## src/hlpd_pkg.sv

```systemverilog
`default_nettype none

package hlpd_pkg;

    typedef enum logic [1:0] {
        ACT_POWER  = 2'd0,
        ACT_HUE    = 2'd1,
        ACT_SAT    = 2'd2,
        ACT_BRIGHT = 2'd3
    } action_t;

    typedef enum logic [2:0] {
        SEC_RED_YEL = 3'd0,
        SEC_YEL_GRN = 3'd1,
        SEC_GRN_CYN = 3'd2,
        SEC_CYN_BLU = 3'd3,
        SEC_BLU_MAG = 3'd4,
        SEC_MAG_RED = 3'd5
    } sector_t;

    typedef enum logic [1:0] {
        BK_IDLE,
        BK_MUL,
        BK_OUT
    } back_state_t;

    typedef enum logic [2:0] {
        STEP_SF,
        STEP_SFC,
        STEP_P,
        STEP_Q,
        STEP_T
    } step_t;

    typedef struct packed {
        logic        light_on;
        logic [16:0] v;
        logic [16:0] s;
        logic [15:0] f;
        sector_t     sector;
    } hlpd_job_t;

    localparam logic [16:0] ONE_Q16    = 17'h10000;
    localparam logic [11:0] HUE_MAX    = 12'd3600;
    localparam logic [11:0] SAT_MAX    = 12'd1000;
    localparam logic [11:0] BRIGHT_MAX = 12'd100;
    localparam logic [11:0] SPAN_1     = 12'd600;
    localparam logic [11:0] SPAN_2     = 12'd1200;
    localparam logic [11:0] SPAN_3     = 12'd1800;
    localparam logic [11:0] SPAN_4     = 12'd2400;
    localparam logic [11:0] SPAN_5     = 12'd3000;

    // reciprocals: v = b*2^32/100 >> 16, s = sat*2^33/1000 >> 17, f = r*2^33/600 >> 17
    localparam logic [25:0] V_RECIP = 26'd42949673;
    localparam logic [23:0] S_RECIP = 24'd8589935;
    localparam logic [23:0] F_RECIP = 24'd14316558;

    localparam logic [16:0] V_RESET = 17'd655;

endpackage

`default_nettype wire

```

## src/hsv_led_pwm_duty.sv

```systemverilog
`default_nettype none

// HSV lamp setting to three PWM duties. Each input transfer sets the on flag or
// one colour setting (hue in tenths of a degree, saturation in tenths of a percent,
// brightness in percent; larger values saturate, setting a colour turns the lamp
// on), and each produces exactly one output transfer of red, green and blue
// duties of DUTY_BITS bits, full scale 2^DUTY_BITS-1. The front updates the
// settings in the cycle of the transfer and queues a snapshot; the back runs the
// five Q16 products of the six-sector formula through one shared 17x17 multiplier,
// one per cycle, and takes the next item from the queue only after the last result
// has been loaded into the output register. Up to two further items are
// taken into the queue while one is in work, and a finished result waits in the
// output register without blocking input.
module hsv_led_pwm_duty #(
    parameter int DUTY_BITS = 13
) (
    input  wire logic                 clk,
    input  wire logic                 rst_n,
    input  wire logic                 in_valid,
    output logic                      in_ready,
    input  wire logic [1:0]           action,
    input  wire logic [11:0]          setting_value,
    output logic                      out_valid,
    input  wire logic                 out_ready,
    output logic [DUTY_BITS-1:0]      duty_red,
    output logic [DUTY_BITS-1:0]      duty_green,
    output logic [DUTY_BITS-1:0]      duty_blue
);

    logic                q_full;
    logic                q_empty;
    logic                push;
    logic                pop;
    hlpd_pkg::hlpd_job_t push_job;
    hlpd_pkg::hlpd_job_t pop_job;

    hlpd_front u_front (
        .clk           (clk),
        .rst_n         (rst_n),
        .in_valid      (in_valid),
        .in_ready      (in_ready),
        .action        (action),
        .setting_value (setting_value),
        .q_full        (q_full),
        .push          (push),
        .push_job      (push_job)
    );

    hlpd_queue u_queue (
        .clk      (clk),
        .rst_n    (rst_n),
        .push     (push),
        .push_job (push_job),
        .full     (q_full),
        .pop      (pop),
        .pop_job  (pop_job),
        .empty    (q_empty)
    );

    hlpd_back #(
        .DUTY_BITS (DUTY_BITS)
    ) u_back (
        .clk        (clk),
        .rst_n      (rst_n),
        .empty      (q_empty),
        .pop_job    (pop_job),
        .pop        (pop),
        .out_valid  (out_valid),
        .out_ready  (out_ready),
        .duty_red   (duty_red),
        .duty_green (duty_green),
        .duty_blue  (duty_blue)
    );

endmodule

`default_nettype wire

```

## src/hlpd_front.sv

```systemverilog
`default_nettype none

module hlpd_front (
    input  wire logic               clk,
    input  wire logic               rst_n,
    input  wire logic               in_valid,
    output logic                    in_ready,
    input  wire logic [1:0]         action,
    input  wire logic [11:0]        setting_value,
    input  wire logic               q_full,
    output logic                    push,
    output hlpd_pkg::hlpd_job_t     push_job
);

    logic              on_reg, on_next;
    logic [16:0]       v_reg, v_next;
    logic [16:0]       s_reg, s_next;
    logic [15:0]       f_reg, f_next;
    hlpd_pkg::sector_t sector_reg, sector_next;

    logic [11:0] hue_clamp;
    logic [11:0] hue_wrap;
    logic [11:0] hue_base;
    logic [11:0] hue_rem;
    logic [11:0] sat_clamp;
    logic [11:0] bright_clamp;
    logic [32:0] v_prod;
    logic [33:0] s_prod;
    logic [33:0] f_prod;
    hlpd_pkg::sector_t hue_sector;

    assign in_ready = !q_full;
    assign push     = in_valid && in_ready;

    assign hue_clamp    = (setting_value > hlpd_pkg::HUE_MAX) ? hlpd_pkg::HUE_MAX
                                                              : setting_value;
    assign hue_wrap     = (hue_clamp == hlpd_pkg::HUE_MAX) ? 12'd0 : hue_clamp;
    assign sat_clamp    = (setting_value > hlpd_pkg::SAT_MAX) ? hlpd_pkg::SAT_MAX
                                                              : setting_value;
    assign bright_clamp = (setting_value > hlpd_pkg::BRIGHT_MAX) ? hlpd_pkg::BRIGHT_MAX
                                                                 : setting_value;

    always_comb
    begin
        if (hue_wrap >= hlpd_pkg::SPAN_5)
        begin
            hue_sector = hlpd_pkg::SEC_MAG_RED;
            hue_base   = hlpd_pkg::SPAN_5;
        end
        else if (hue_wrap >= hlpd_pkg::SPAN_4)
        begin
            hue_sector = hlpd_pkg::SEC_BLU_MAG;
            hue_base   = hlpd_pkg::SPAN_4;
        end
        else if (hue_wrap >= hlpd_pkg::SPAN_3)
        begin
            hue_sector = hlpd_pkg::SEC_CYN_BLU;
            hue_base   = hlpd_pkg::SPAN_3;
        end
        else if (hue_wrap >= hlpd_pkg::SPAN_2)
        begin
            hue_sector = hlpd_pkg::SEC_GRN_CYN;
            hue_base   = hlpd_pkg::SPAN_2;
        end
        else if (hue_wrap >= hlpd_pkg::SPAN_1)
        begin
            hue_sector = hlpd_pkg::SEC_YEL_GRN;
            hue_base   = hlpd_pkg::SPAN_1;
        end
        else
        begin
            hue_sector = hlpd_pkg::SEC_RED_YEL;
            hue_base   = 12'd0;
        end
    end

    assign hue_rem = hue_wrap - hue_base;
    assign v_prod  = {26'd0, bright_clamp[6:0]} * {7'd0, hlpd_pkg::V_RECIP};
    assign s_prod  = {24'd0, sat_clamp[9:0]} * {10'd0, hlpd_pkg::S_RECIP};
    assign f_prod  = {24'd0, hue_rem[9:0]} * {10'd0, hlpd_pkg::F_RECIP};

    always_comb
    begin
        on_next     = on_reg;
        v_next      = v_reg;
        s_next      = s_reg;
        f_next      = f_reg;
        sector_next = sector_reg;
        unique case (hlpd_pkg::action_t'(action))
            hlpd_pkg::ACT_POWER:
            begin
                on_next = (setting_value != 12'd0);
            end
            hlpd_pkg::ACT_HUE:
            begin
                on_next     = 1'b1;
                f_next      = f_prod[32:17];
                sector_next = hue_sector;
            end
            hlpd_pkg::ACT_SAT:
            begin
                on_next = 1'b1;
                s_next  = s_prod[33:17];
            end
            hlpd_pkg::ACT_BRIGHT:
            begin
                on_next = 1'b1;
                v_next  = v_prod[32:16];
            end
        endcase
    end

    assign push_job.light_on = on_next;
    assign push_job.v        = v_next;
    assign push_job.s        = s_next;
    assign push_job.f        = f_next;
    assign push_job.sector   = sector_next;

    always_ff @(posedge clk or negedge rst_n)
    begin
        if (!rst_n)
        begin
            on_reg     <= 1'b1;
            v_reg      <= hlpd_pkg::V_RESET;
            s_reg      <= 17'd0;
            f_reg      <= 16'd0;
            sector_reg <= hlpd_pkg::SEC_RED_YEL;
        end
        else if (push)
        begin
            on_reg     <= on_next;
            v_reg      <= v_next;
            s_reg      <= s_next;
            f_reg      <= f_next;
            sector_reg <= sector_next;
        end
    end

endmodule

`default_nettype wire

```

## src/hlpd_queue.sv

```systemverilog
`default_nettype none

module hlpd_queue (
    input  wire logic                 clk,
    input  wire logic                 rst_n,
    input  wire logic                 push,
    input  wire hlpd_pkg::hlpd_job_t  push_job,
    output logic                      full,
    input  wire logic                 pop,
    output hlpd_pkg::hlpd_job_t       pop_job,
    output logic                      empty
);

    hlpd_pkg::hlpd_job_t entry_reg [2];
    logic                wr_ptr_reg, wr_ptr_next;
    logic                rd_ptr_reg, rd_ptr_next;
    logic [1:0]          count_reg, count_next;

    assign full    = (count_reg == 2'd2);
    assign empty   = (count_reg == 2'd0);
    assign pop_job = entry_reg[rd_ptr_reg];

    always_comb
    begin
        wr_ptr_next = push ? !wr_ptr_reg : wr_ptr_reg;
        rd_ptr_next = pop ? !rd_ptr_reg : rd_ptr_reg;
        count_next  = count_reg + {1'b0, push} - {1'b0, pop};
    end

    always_ff @(posedge clk or negedge rst_n)
    begin
        if (!rst_n)
        begin
            wr_ptr_reg <= 1'b0;
            rd_ptr_reg <= 1'b0;
            count_reg  <= 2'd0;
        end
        else
        begin
            wr_ptr_reg <= wr_ptr_next;
            rd_ptr_reg <= rd_ptr_next;
            count_reg  <= count_next;
        end
    end

    always_ff @(posedge clk)
    begin
        if (push)
        begin
            entry_reg[wr_ptr_reg] <= push_job;
        end
    end

`ifndef SYNTHESIS
    a_no_overflow: assert property (@(posedge clk) disable iff (!rst_n)
        push |-> !full || pop)
        else $error("queue push while full");

    a_no_underflow: assert property (@(posedge clk) disable iff (!rst_n)
        pop |-> !empty)
        else $error("queue pop while empty");

    a_count_bound: assert property (@(posedge clk) disable iff (!rst_n)
        count_reg != 2'd3)
        else $error("queue count out of range");
`endif

endmodule

`default_nettype wire

```

## src/hlpd_back.sv

```systemverilog
`default_nettype none

module hlpd_back #(
    parameter int DUTY_BITS = 13
) (
    input  wire logic                 clk,
    input  wire logic                 rst_n,
    input  wire logic                 empty,
    input  wire hlpd_pkg::hlpd_job_t  pop_job,
    output logic                      pop,
    output logic                      out_valid,
    input  wire logic                 out_ready,
    output logic [DUTY_BITS-1:0]      duty_red,
    output logic [DUTY_BITS-1:0]      duty_green,
    output logic [DUTY_BITS-1:0]      duty_blue
);

    hlpd_pkg::back_state_t state_reg, state_next;
    hlpd_pkg::step_t       step_reg, step_next;
    hlpd_pkg::hlpd_job_t   job_reg, job_next;

    logic [16:0] sf_reg, sf_next;
    logic [16:0] sfc_reg, sfc_next;
    logic [16:0] p_reg, p_next;
    logic [16:0] q_reg, q_next;
    logic [16:0] t_reg, t_next;

    logic                 out_valid_reg, out_valid_next;
    logic [DUTY_BITS-1:0] duty_red_reg, duty_red_next;
    logic [DUTY_BITS-1:0] duty_green_reg, duty_green_next;
    logic [DUTY_BITS-1:0] duty_blue_reg, duty_blue_next;

    logic [16:0] mul_a;
    logic [16:0] mul_b;
    logic [33:0] prod;
    logic [16:0] prod_q16;
    logic [16:0] comp_r;
    logic [16:0] comp_g;
    logic [16:0] comp_b;
    logic        load;

    function automatic logic [DUTY_BITS-1:0] to_duty(input logic [16:0] c);
        logic [16+DUTY_BITS:0] w;
        w = {c, {DUTY_BITS{1'b0}}} - {{DUTY_BITS{1'b0}}, c};
        return w[15+DUTY_BITS:16];
    endfunction

    always_comb
    begin
        unique case (step_reg)
            hlpd_pkg::STEP_SF:
            begin
                mul_a = job_reg.s;
                mul_b = {1'b0, job_reg.f};
            end
            hlpd_pkg::STEP_SFC:
            begin
                mul_a = job_reg.s;
                mul_b = hlpd_pkg::ONE_Q16 - {1'b0, job_reg.f};
            end
            hlpd_pkg::STEP_P:
            begin
                mul_a = job_reg.v;
                mul_b = hlpd_pkg::ONE_Q16 - job_reg.s;
            end
            hlpd_pkg::STEP_Q:
            begin
                mul_a = job_reg.v;
                mul_b = hlpd_pkg::ONE_Q16 - sf_reg;
            end
            hlpd_pkg::STEP_T:
            begin
                mul_a = job_reg.v;
                mul_b = hlpd_pkg::ONE_Q16 - sfc_reg;
            end
            default:
            begin
                mul_a = 17'd0;
                mul_b = 17'd0;
            end
        endcase
    end

    assign prod     = {17'd0, mul_a} * {17'd0, mul_b};
    assign prod_q16 = prod[32:16];

    always_comb
    begin
        if (!job_reg.light_on)
        begin
            comp_r = 17'd0;
            comp_g = 17'd0;
            comp_b = 17'd0;
        end
        else
        begin
            case (job_reg.sector)
                hlpd_pkg::SEC_RED_YEL:
                begin
                    comp_r = job_reg.v;
                    comp_g = t_reg;
                    comp_b = p_reg;
                end
                hlpd_pkg::SEC_YEL_GRN:
                begin
                    comp_r = q_reg;
                    comp_g = job_reg.v;
                    comp_b = p_reg;
                end
                hlpd_pkg::SEC_GRN_CYN:
                begin
                    comp_r = p_reg;
                    comp_g = job_reg.v;
                    comp_b = t_reg;
                end
                hlpd_pkg::SEC_CYN_BLU:
                begin
                    comp_r = p_reg;
                    comp_g = q_reg;
                    comp_b = job_reg.v;
                end
                hlpd_pkg::SEC_BLU_MAG:
                begin
                    comp_r = t_reg;
                    comp_g = p_reg;
                    comp_b = job_reg.v;
                end
                default:
                begin
                    comp_r = job_reg.v;
                    comp_g = p_reg;
                    comp_b = q_reg;
                end
            endcase
        end
    end

    always_comb
    begin
        state_next      = state_reg;
        step_next       = step_reg;
        job_next        = job_reg;
        sf_next         = sf_reg;
        sfc_next        = sfc_reg;
        p_next          = p_reg;
        q_next          = q_reg;
        t_next          = t_reg;
        out_valid_next  = out_valid_reg && !out_ready;
        duty_red_next   = duty_red_reg;
        duty_green_next = duty_green_reg;
        duty_blue_next  = duty_blue_reg;
        pop             = 1'b0;
        load            = 1'b0;
        unique case (state_reg)
            hlpd_pkg::BK_IDLE:
            begin
                if (!empty)
                begin
                    pop        = 1'b1;
                    job_next   = pop_job;
                    step_next  = hlpd_pkg::STEP_SF;
                    state_next = hlpd_pkg::BK_MUL;
                end
            end
            hlpd_pkg::BK_MUL:
            begin
                unique case (step_reg)
                    hlpd_pkg::STEP_SF:
                    begin
                        sf_next   = prod_q16;
                        step_next = hlpd_pkg::STEP_SFC;
                    end
                    hlpd_pkg::STEP_SFC:
                    begin
                        sfc_next  = prod_q16;
                        step_next = hlpd_pkg::STEP_P;
                    end
                    hlpd_pkg::STEP_P:
                    begin
                        p_next    = prod_q16;
                        step_next = hlpd_pkg::STEP_Q;
                    end
                    hlpd_pkg::STEP_Q:
                    begin
                        q_next    = prod_q16;
                        step_next = hlpd_pkg::STEP_T;
                    end
                    hlpd_pkg::STEP_T:
                    begin
                        t_next     = prod_q16;
                        state_next = hlpd_pkg::BK_OUT;
                    end
                    default:
                    begin
                        state_next = hlpd_pkg::BK_IDLE;
                    end
                endcase
            end
            hlpd_pkg::BK_OUT:
            begin
                if (!out_valid_reg || out_ready)
                begin
                    load            = 1'b1;
                    out_valid_next  = 1'b1;
                    duty_red_next   = to_duty(comp_r);
                    duty_green_next = to_duty(comp_g);
                    duty_blue_next  = to_duty(comp_b);
                    state_next      = hlpd_pkg::BK_IDLE;
                end
            end
            default:
            begin
                state_next = hlpd_pkg::BK_IDLE;
            end
        endcase
    end

    always_ff @(posedge clk or negedge rst_n)
    begin
        if (!rst_n)
        begin
            state_reg     <= hlpd_pkg::BK_IDLE;
            step_reg      <= hlpd_pkg::STEP_SF;
            out_valid_reg <= 1'b0;
        end
        else
        begin
            state_reg     <= state_next;
            step_reg      <= step_next;
            out_valid_reg <= out_valid_next;
        end
    end

    always_ff @(posedge clk)
    begin
        job_reg        <= job_next;
        sf_reg         <= sf_next;
        sfc_reg        <= sfc_next;
        p_reg          <= p_next;
        q_reg          <= q_next;
        t_reg          <= t_next;
        duty_red_reg   <= duty_red_next;
        duty_green_reg <= duty_green_next;
        duty_blue_reg  <= duty_blue_next;
    end

    assign out_valid  = out_valid_reg;
    assign duty_red   = duty_red_reg;
    assign duty_green = duty_green_reg;
    assign duty_blue  = duty_blue_reg;

`ifndef SYNTHESIS
    a_last_step_to_out: assert property (@(posedge clk) disable iff (!rst_n)
        (state_reg == hlpd_pkg::BK_MUL && step_reg == hlpd_pkg::STEP_T)
        |=> state_reg == hlpd_pkg::BK_OUT)
        else $error("sequencer skipped result stage");

    a_off_gives_zero: assert property (@(posedge clk) disable iff (!rst_n)
        (load && !job_reg.light_on)
        |=> duty_red == '0 && duty_green == '0 && duty_blue == '0)
        else $error("nonzero duty with light off");

    a_gray_levels: assert property (@(posedge clk) disable iff (!rst_n)
        (state_reg == hlpd_pkg::BK_OUT && job_reg.s == 17'd0)
        |-> p_reg == job_reg.v && q_reg == job_reg.v && t_reg == job_reg.v)
        else $error("zero saturation gives unequal components");
`endif

endmodule

`default_nettype wire

```

## config.mk

```make
export PLATFORM = sky130hd
export DESIGN_NAME = hsv_led_pwm_duty
export DESIGN_NICKNAME = d
export VERILOG_FILES = /design/src/hlpd_pkg.sv /design/src/hsv_led_pwm_duty.sv /design/src/hlpd_front.sv /design/src/hlpd_queue.sv /design/src/hlpd_back.sv
export SDC_FILE = /design/constraint.sdc
export NUM_CORES = 2
export LEC_CHECK = 0
export BUFFER_PORTS_ARGS = -buffer_cell sky130_fd_sc_hd__buf_2
export CAP_MARGIN = 25
export CORE_MARGIN = 2
export CORE_UTILIZATION = 47
export CTS_CLUSTER_SIZE = 30
export DETAILED_ROUTE_END_ITERATION = 10
export PLACE_DENSITY_LB_ADDON = 0.3
export SLEW_MARGIN = 20
export SYNTH_ARGS = -nofsm -noshare
export SYNTH_HDL_FRONTEND = slang
export SYNTH_SLANG_ARGS = --single-unit
```

## constraint.sdc

```tcl
create_clock -name clk -period 16.2 [get_ports clk]
set_input_delay 1.62 -clock clk [delete_from_list [all_inputs] [get_ports clk]]
set_output_delay 1.62 -clock clk [all_outputs]
set_load 0.005 [all_outputs]
```

==> run_results.csv <==
group,metric,value,unit
die,fp.dieArea,76350,um2
setup_path,crit-reg2reg-launch,"u_back.step_reg[1]",
worst_hold_path,whs_endpoint,"u_front.f_reg[0]",
placed_design,routabilityCongestion,0.9411,
synth,async_flop_share,0.1805,
clock_tree,cts_setup_buffers,0,
clock_tree,post_cts_resized,0,
layout,layout.nets,4186,
sta,fin_setup_tns,0,ns
sta,fin_crit_sh,0.6067,
synth,synth_common_cells,"inv_1, ha_1, nand2_1",
synth,ys_ff_latch,349,
layout,regArea,10170,um2
setup_path,critPathMaxFanout,43,
grt,gr-total-overflow,0,
synth,ys_top_cells_by_area,"edfxtp_1, fa_1, ha_1, inv_1, dfrtp_1",
clock_tree,clkTransAtPathRegs,0.06,ns
synth,ys.flop_type,"edfxtp_1",
placed_design,hpwl,67.73,mm
die,core,73210,um2
synth,synth_top_area_frac,0.2464,
grt,grt_pass1_vias,24750,
setup_path,cp_data_required_time,16.52,ns
sta,finClkSkew,0.02731,ns
layout,synthToLayoutAreaGrowth,7.549,%
setup_path,worstPathArrival,10.14,ns
route,routedWlPerCell,19.63,um
clock_tree,cts_max_path_buffers,3,
synth,yosysTopAreaCell,"edfxtp_1",
clock_tree,cts-root-buf,"clkbuf_16",
worst_hold_path,hold_depth,2,
synth,yosysSeqAreaShare,0.2918,
setup_path,setup.worst_path.end_class,"flop",
grt,track_usage,0.2264,
route,drc,0,
setup_path,cp_slowest_cell,"or3b_1",
die,fp.dieW,276.3,um
sta,fin_crit,9.828,ns
grt,antenna_found_initial,1,
synth,synthCells,3409,
synth,yosysUniqueCellTypes,85,
sta,fmax,101.7,MHz
setup_path,reg2reg_to,"u_back.q_reg[14]",
flow_run,drv_cap,0,
sta,rsz0062_at_grt,"false",
worst_hold_path,hold_path_class,"reg2reg",
grt,grt_max_degree,67,
route,drtIter0Drc,1945,
route,routed_via_density,5.616,
clock_tree,cts_hold_buf,0,
sta,finalMaxSlewViolations,0,
synth,yosys_warnings,0,
setup_path,crit_path_frequent_cell,"fa_1",
setup_path,critPathLaunchType,"flop",
die,initial_core_util,0.4761,
route,dr_total_vias,24760,
clock_tree,clkSinkCount,349,
route,drt-pass1-iter-count,7,
sta,setup_viol,0,
setup_path,reg2reg_setup_slack,6.37,ns
route,routed_wl,86.54,mm
route,antenna_left,0,
setup_path,worstRegToRegCells,32,
clock_tree,htreeDepth,2,
setup_path,slowest_delay,0.66,ns
clock_tree,numCtsBuffers,40,
synth,synth.most_common_cell,"inv_1",
die,fp-row-count,99,
die,die_h,276.3,um
sta,tightest_slew,1.140,ns
grt,grt_first_pass_wirelength,137.8,mm
worst_hold_path,min-delay-start,"u_front.f_reg[0]",
synth,synth_edf_count,286,
synth,syn_area,34850,um2
setup_path,critPathKind,"reg2reg",
layout,largest_reg_flops,108,
clock_tree,insertion_delay,0.56,ns
run_status,status,"finished clean",
clock_tree,cts_tree,"yes",
layout,multi_input_area,22110,um2
layout,nFillCells,6614,
layout,final_util,0.5121,
synth,syn_avg_cell_area,10.22,um2
sta,finalHoldViolations,0,
layout,n_antenna_cell,0,
layout,drive_above_1_share,0.08928,
placed_design,port_buffers,58,
die,pin_count,59,
synth,syn-num-nets,4174,
sta,slew_headroom,0.2345,
worst max path at each step:
stage / start / to / slack [ns] / cells after the start
global placement: u_back.step_reg[0] / u_back.sf_reg[14] / 6.62 / 32
finish: u_back.step_reg[1] / u_back.q_reg[14] / 6.37 / 32
detailed placement: u_back.step_reg[1] / u_back.sf_reg[14] / 6.37 / 32
floorplan: u_back.step_reg[0] / u_back.p_reg[15] / 7.12 / 35
CTS: u_back.step_reg[1] / u_back.q_reg[14] / 6.40 / 32
global route: u_back.step_reg[1] / u_back.t_reg[14] / 5.70 / 32
logic make-up after synthesis:
family	share of synthesized area
flops	0.2918
simple gates	0.1046
mux	0.03834
compound gates	0.1178
fa+ha+maj	0.3436
buf+inv	0.07495
xor+xnor	0.02890
layer usage:
layer,part of all wire,track usage
met4,0.030,0.06445
met5,0,0
met2,0.46,0.3663
met1,0.45,0.3204
met3,0.062,0.02763
critical path, delay by kind of cell, from the launching register on:
family / cells / cell delay [ns]
adder cells (fa/ha/maj): 8 / 3.44
XOR/XNOR: 2 / 0.51
flip-flops: 1 / 0.61
AO/OA/AOI/OAI: 7 / 2.40
buffers and inverters: 7 / 0.78
AND/OR/NAND/NOR: 8 / 1.83
cell usage in the layout, fill, tap and decap left out, drive strengths merged, types with 14 or more instances in the layout:
cell and instances:
o22ai 15, nor3 31, nand3 32, ha 398, nand2b 35, o221a 17, o22a 14, nor2 140
fa 349, a21oi 105, or2 19, a22o 24, a31oi 22, dfrtp 57, xnor2 70, and3 16
buf 94, nand2 379, mux2i 30, o21a 28, edfxtp 286, clkinv 15, a21o 54, o21ai 161
inv 564, o221ai 21, clkbuf 47, o211ai 15, xor2 45, nor2b 15, and2 46, or3 18
mux2 92, nand4 14, a22oi 23
metrics by stage:
stage / hold slack (ns) / std cells / worst slack (ns) / area, um2
final: 0.4775 / 4409 / 6.372 / 37490
after detailed placement: 0.4665 / 4337 / 6.374 / 36150
after global placement: 0.4583 / 4336 / 6.624 / 36130
after CTS: 0.4833 / 4408 / 6.399 / 37470
after floorplan: 0.4457 / 3409 / 7.124 / 34850
after global routing: 0.4975 / 4409 / 5.702 / 37490
area by class of cell:
type / count / area share
timing repair buffer: 94 / 0.01549
clock buffer: 47 / 0.02740
inverter: 561 / 0.05617
multi-input combinational: 2375 / 0.5898
tap: 959 / 0.03201
sequential: 349 / 0.2714
clock inverter: 24 / 0.007710
Power is not shown: default switching activity piles up to over one toggle a cycle in this logic, so the estimate is an artifact.
